### config.mk
export PLATFORM = sky130hd
export DESIGN_NAME = pn2o_fade
export DESIGN_NICKNAME = d
export VERILOG_FILES = /design/src/hw/rtl/assert_macros.svh /design/src/hw/rtl/pn2o_pkg.sv /design/src/hw/rtl/pn2o_fade.sv
export SDC_FILE = /design/constraint.sdc
export NUM_CORES = 2
export LEC_CHECK = 0
export ABC_CLOCK_PERIOD_IN_PS = 26700
export BUFFER_PORTS_ARGS = -buffer_cell sky130_fd_sc_hd__buf_2
export CORE_MARGIN = 10
export CORE_UTILIZATION = 35
export CTS_CLUSTER_SIZE = 25
export DETAILED_ROUTE_END_ITERATION = 7
export MAX_ROUTING_LAYER = met4
export PLACE_DENSITY_LB_ADDON = 0.2
export SYNTH_ARGS = -nofsm -noshare
export SYNTH_HDL_FRONTEND = slang
export SYNTH_SLANG_ARGS = --single-unit
export TNS_END_PERCENT = 10
### constraint.sdc
create_clock -name clk -period 26.7 [get_ports clk]
set_clock_uncertainty 0.15 [all_clocks]
set_input_delay 5.34 -clock clk [delete_from_list [all_inputs] [get_ports clk]]
set_output_delay 5.34 -clock clk [all_outputs]
set_load 0.03 [all_outputs]
### src/hw/rtl/assert_macros.svh
// assertion macros used by perlin_noise_2d_octaves
// no dependencies
`ifndef ASSERT_MACROS_SVH
`define ASSERT_MACROS_SVH
// implication checked every clock outside reset
`define CHK_IMPL(label, ante, cons, msg) \
  label: assert property (@(posedge clk) disable iff (rst) (ante) |-> (cons)) \
    else $error(msg);
// next-cycle implication checked outside reset
`define CHK_NEXT(label, ante, cons, msg) \
  label: assert property (@(posedge clk) disable iff (rst) (ante) |=> (cons)) \
    else $error(msg);
`endif

### src/hw/rtl/pn2o_pkg.sv
// package for the 2d octave perlin noise block
// types, constants and gradient rom; no dependencies
`default_nettype none
package pn2o_pkg;
  localparam int MaxOctaves = 8;

  typedef enum logic [2:0] {
    ST_IDLE, ST_SETUP, ST_HASH1, ST_HASH2, ST_DOT, ST_LERP, ST_DIV, ST_OUT
  } state_t;

  typedef enum logic [2:0] {
    CFG_OCTAVES = 3'd0, CFG_AMP = 3'd1, CFG_FREQ = 3'd2, CFG_PERSIST = 3'd3,
    CFG_LACUN = 3'd4
  } cfg_idx_t;

  // cosine of 2*pi*k/32 in Q1.14
  function automatic logic signed [15:0] grad_cos(input logic [4:0] k);
    logic [15:0] qc [0:8];
    logic [2:0] r;
    logic [3:0] ri;
    logic signed [15:0] v;
    qc[0] = 16'd16384; qc[1] = 16'd16069; qc[2] = 16'd15137; qc[3] = 16'd13623;
    qc[4] = 16'd11585; qc[5] = 16'd9102;  qc[6] = 16'd6270;  qc[7] = 16'd3196;
    qc[8] = 16'd0;
    r = k[2:0];
    ri = 4'd8 - {1'b0, r};
    unique case (k[4:3])
      2'd0: v = $signed(qc[{1'b0, r}]);
      2'd1: v = -$signed(qc[ri]);
      2'd2: v = -$signed(qc[{1'b0, r}]);
      default: v = $signed(qc[ri]);
    endcase
    return v;
  endfunction
endpackage
`default_nettype wire

### src/hw/rtl/pn2o_fade.sv
// quintic fade of a Q0.16 fraction, three registered multiply stages
// depends on pn2o_pkg
`default_nettype none
module pn2o_fade import pn2o_pkg::*; (
  input  wire logic        clk,
  input  wire logic [15:0] t,
  output logic      [16:0] fade
);
  logic [15:0] t_d;
  logic [31:0] t2;
  logic signed [35:0] u;
  logic [31:0] t3;
  logic signed [20:0] u2;
  logic signed [37:0] uv;
  logic signed [55:0] f;

  // stage 1: t*t and t*(6t-15)
  always_comb begin
    uv = $signed({22'd0, t}) * ($signed({20'd0, t, 2'b0} + {21'd0, t, 1'b0})
         - 38'sd983040);
  end
  always_ff @(posedge clk) begin
    t_d <= t;
    t2 <= {16'd0, t} * {16'd0, t};
    u <= 36'(uv >>> 16);
  end
  // stage 2: t3 and t*(6t-15)+10
  always_ff @(posedge clk) begin
    t3 <= ({16'd0, t2[31:16]} * {16'd0, t_d}) >> 16;
    u2 <= 21'(u + 36'sd655360);
  end
  // stage 3: product and clamp
  always_comb f = $signed({24'd0, t3}) * $signed({{35{u2[20]}}, u2});
  always_ff @(posedge clk) begin
    if (f < 0) fade <= 17'd0;
    else if ((f >>> 16) > 56'sd65536) fade <= 17'd65536;
    else fade <= 17'(f >>> 16);
  end
endmodule
`default_nettype wire

Word-level counts from Yosys, hierarchy flattened

Index checks and enable logic that the tools add are counted.

Bits of input ports: 17
ROM bits: 0
Latch bits: 0
Memories: 0
Bits in registers: 123
Memory bits (writable): 0

Eq/ne operators: 0
Shift operators: 0
Reduce and logical (&&, ||, !) cells: 1
Add/sub/neg operators: 3
Bitwise operators: 0
Divide/modulo/power cells: 0
Order comparisons: 2
Multiplexer cells: 1
Multiply operators: 4

Operator list:

| kind                                                                          | number |
|---|---|
| 16-bit by 16-bit multiplier with 32-bit output                                | 2 |
| 38-bit by 1-bit less-than comparator with 1-bit output, second input constant | 1 |
| 17-bit by 21-bit multiplier with 38-bit output                                | 1 |
| 17-bit by 21-bit multiplier with 37-bit output                                | 1 |
| 22-bit by 18-bit > comparator with 1-bit output, second input constant        | 1 |
| 21-bit adder, second input constant                                           | 1 |
| 19-bit by 20-bit subtractor with 21-bit output, second input constant         | 1 |
| 18-bit by 17-bit adder with 19-bit output                                     | 1 |
| 17-bit 2-to-1 mux                                                             | 1 |
| 2-bit OR reduction                                                            | 1 |

Logic depth before layout (Yosys ltp)

Depth after elaboration: 3
Depth in mapped cells: 40

Worst setup path before layout

No wires, ideal clock.

Kind: input-to-reg
Start: input t[1]
End: register u[19]
Stages: 38
Data arrival time: 13.465 ns
Slack: 13.012 ns
Cell sequence: buf_6 clkinv_1 ha_1 inv_1 ha_1 inv_1 fa_1 nor2b_1 o21ai_1 a21oi_1 o21ai_0 a21boi_1 o211ai_1 nand2_1 a21oi_1 xnor2_1 clkbuf_1 nand2_1 [... 2 more ...] fa_1 fa_1 fa_1 fa_1 inv_1 fa_1 inv_1 ha_1 a21o_1 a21oi_1 nor2b_1 or4_1 o32ai_4 o21ai_2 a41oi_2 nand2b_1 a21oi_2 xnor2_1

Word-level cells in the longest chain between the ends: 3

Ends and longest elaborated chain:

| item                                             | RTL line        | RTL |
|---|---|---|
| start, declared                                  | pn2o_fade.sv:6  | `input wire logic [15:0] t,` |
| 18-bit by 17-bit adder with 19-bit output        | pn2o_fade.sv:19 | `uv = $signed({22'd0, t}) * ($signed({20'd0, t, 2'b0} + {21'd0, t, 1'b0})` |
| 19-bit by 20-bit subtractor with 21-bit output   | pn2o_fade.sv:20 | `- 38'sd983040);` |
| 17-bit by 21-bit multiplier with 37-bit output * | pn2o_fade.sv:19 |  |
| net uv[35]                                       | pn2o_fade.sv:14 | `logic signed [37:0] uv;` |
| end signal, assigned                             | pn2o_fade.sv:25 | `u <= 36'(uv >>> 16);` |
| end, declared                                    | pn2o_fade.sv:11 | `logic signed [35:0] u;` |

The timed path passes the listed nets; every way through them passes the cells marked *.
A chain may end at the register's enable or synchronous reset.

Final worst setup path

Same ends and word-level chain as after synthesis.

==> summary.txt <==
Synth
  • Syn avg cell area: around 9.2 µm²
  • Yosys top cell by area: fa_1
  • Post-synthesis cell type count: 70
  • Seq/Total Area, Yosys: 5.22%
  • Yosys warnings: 0
  • Synth Register Bits: ~110
  • Synth Cell Area: 41,100 µm²
  • Area contributors post-synth: fa_1 48%, ha_1 13%, inv_1 11%, nand2_1 5.5%, dfxtp_1 5.2%
  • Share of Yosys cell area claimed by the top area cell type: 48.2%
  • Synthesized instance count: 4,468
  • Async SR Flop Fraction: 0%
  • Post-synth EDFFs: 0
  • Top_reg_cell synth: dfxtp_1
  • Synth Net Count: between 5,000 and 6,000

Global routing
  • All-Layer GR Usage: 16.5%
  • Global-route wire length before repair: 169,000 µm
  • Number of global-route vias before repair: 30,300
  • Largest net degree at the start of global routing: 40
  • Initial antenna violation count: 1
  • GRT overflow: 0

Clock network
  • Post-CTS Setup Inserts: 0
  • CTS buffer count: 9
  • H-tree depth: 3
  • CTS tree: built
  • Worst-path clk slew: 0.07 ns
  • CTS root buf: clkbuf_16
  • Total clock sinks: 107
  • CTS resizes: 0
  • Clock Latency Late Sink: 0.39 ns
  • Hold buffer count at CTS: 0
  • Max Root-Sink Buffers: 2

Critical path
  • Crit end category: register
  • FF-to-FF path depth: 20
  • WP data required: 26.87 ns
  • Kind of critical path: in2reg
  • CP Depth: 39
  • Worst EP arrival: about 15 ns
  • Slowest-stage cell, CP: clkinv_1
  • Crit-path max FO: 35
  • CP top delay family: adder cells
  • Type of origin of the critical path: input pin
  • Critical path buffer and inverter count: 9
  • Critical Path Most Common Cell: fa_1
  • Critical Path Max Stage Delay: 0.55 ns

Die
  • Die Wd: about 360 µm
  • Core area: 116,000 µm²
  • Count of standard-cell rows: 125
  • Die Area: approximately 130,000 µm²
  • Die H: 363 µm
  • IO Count: 34
  • Starting Density: between 30% and 40%

STA
  • Fmax: 68.1 MHz
  • RSZ-0062 raised after global routing: false
  • Hold Fails Final Rpt: 0
  • Max-slew violation count: 0
  • Crit path time final: 14.68 ns
  • Least-Margin Pin Slew: 1.12 ns
  • Final setup violation count: 0
  • Period utilisation layout: between 50% and 60%
  • TNS Setup: 0 ns
  • Slew margin rel.: between 20% and 30%

Finish
  • Register Area: 2140 µm²
  • Share of cells above drive strength 1: under 10%
  • Layout area overhead: 5.19%
  • Fill count: 11,900
  • Most frequent cells in the layout: 1,241 x inv_1, 989 x fa_1, 603 x nand2_1
  • Most common cell after layout, fill and taps aside: inv_1
  • Nets: roughly 6,000
  • Multi-input logic area: 33,700 µm²

Detailed routing
  • Avg Vias per Cell: 4.60
  • DRT antenna net count: 0
  • First-pass DRT Iterations: 5
  • WL final: 102,000 µm
  • # DRC: 0
  • Detail-routed net length per standard cell: 17.1 µm
  • Initial DRC count: 1,279
  • Routed vias: 27,300

Outcome
  • Status: completed

Placed design
  • Gpl congestion: about 0.83
  • PortBufs: 33
  • Dpl hpwl: just over 80,000 µm

Worst hold path
  • HP Class: reg2reg
  • Depth of the worst hold-timing path: 0

Flow run
  • Number of max-cap violations: 0
[worst register-to-register path: stages (launching register included)]
cell and delay (ns):
dfxtp_1 0.92, nand2_1 0.29, fa_1 0.79, fa_1 0.50, inv_1 0.34, fa_1 0.51, fa_1 0.53, fa_1 0.49
inv_1 0.05, fa_1 0.47, inv_1 0.04, ha_1 0.37, a21o_1 0.19, a21o_1 0.17, a211oi_1 0.26, o31ai_1 0.09
a31oi_1 0.18, mux2i_1 0.63, nor2_4 0.16, nand2b_1 0.18, nor2_1 0.08
[metrics by stage]
step / std cells / setup WS [ns] / hold WS (ns) / cell area, µm² / util [%]
floorplan: 4468 / 13.01 / 0.160 / 41100 / -
global placement: 5912 / 11.72 / 0.160 / 42900 / 36.8
detailed placement: 5912 / 11.58 / 0.162 / 42900 / 36.8
CTS: 5928 / 11.98 / 0.180 / 43200 / 37.1
global route: 5928 / 11.40 / 0.181 / 43200 / 37.1
finish: 5930 / 12.02 / 0.178 / 43200 / 37.1
[routing by layer]
metal,vias up,wire [µm],global-route usage [%]
met5,-,0,-
li1,12700,-,-
met1,14000,50100,23.1
met4,0,1250,2.73
met3,69,4440,1.95
met2,482,45800,26.0
[cells in the mapped netlist (all sizes together) (11+ instances only)]
| cell | instances |
|---|---|
| xnor2 | 75 |
| mux2i | 11 |
| a21o | 49 |
| inv | 1242 |
| fa | 989 |
| o21a | 17 |
| and2 | 327 |
| nand2 | 603 |
| nor2 | 117 |
| nand2b | 36 |
| nor2b | 19 |
| a21oi | 70 |
| xor2 | 36 |
| nand3 | 13 |
| and3 | 11 |
| a211oi | 11 |
| dfxtp | 107 |
| o21ai | 31 |
| ha | 432 |
| clkbuf | 143 |
| nor3 | 17 |
[cells by family (layout without fill, tap and decap cells)]
family,Yosys count,in the layout,share of synthesized area (%)
compound gates,227,227,3.98
xor+xnor,111,111,2.37
fa+ha+maj,1421,1421,61.4
buf+inv,1402,1338,12.9
flops,107,107,5.22
mux,21,21,0.573
other cells,0,2,0
simple gates,1179,1179,13.6
[flip-flops by register name, summed over array words and instances (netlist names)]
signal / cells
t2: 17
fade: 17
t3: 16
t_d: 15
u: 21
u2: 21
[final timing paths]
| kind | startpoint | endpoint | slack, ns |
|---|---|---|---|
| hold / removal | u[2]$_DFF_P_ | u2[2]$_DFF_P_ | 0.18 |
| setup reg to reg | t3[2]$_DFF_P_ | fade[14]$_SDFF_PP0_ | 19.21 |
| setup / recovery | t[1] | u[19]$_DFF_P_ | 12.02 |
| hold reg to reg | u[2]$_DFF_P_ | u2[2]$_DFF_P_ | 0.18 |
[cell type report]
class	instances	share of cell area, %
Antenna cell	2	0.0116
Clock buffer	9	0.521
Clock inverter	7	0.217
Inverter	1249	10.9
Multi-Input combinational cell	2959	77.9
Sequential cell	107	4.96
Tap cell	1524	4.41
Timing Repair Buffer	73	1.08
Power is not shown: default switching activity piles up to over one toggle a cycle in this logic, so the estimate is an artifact.
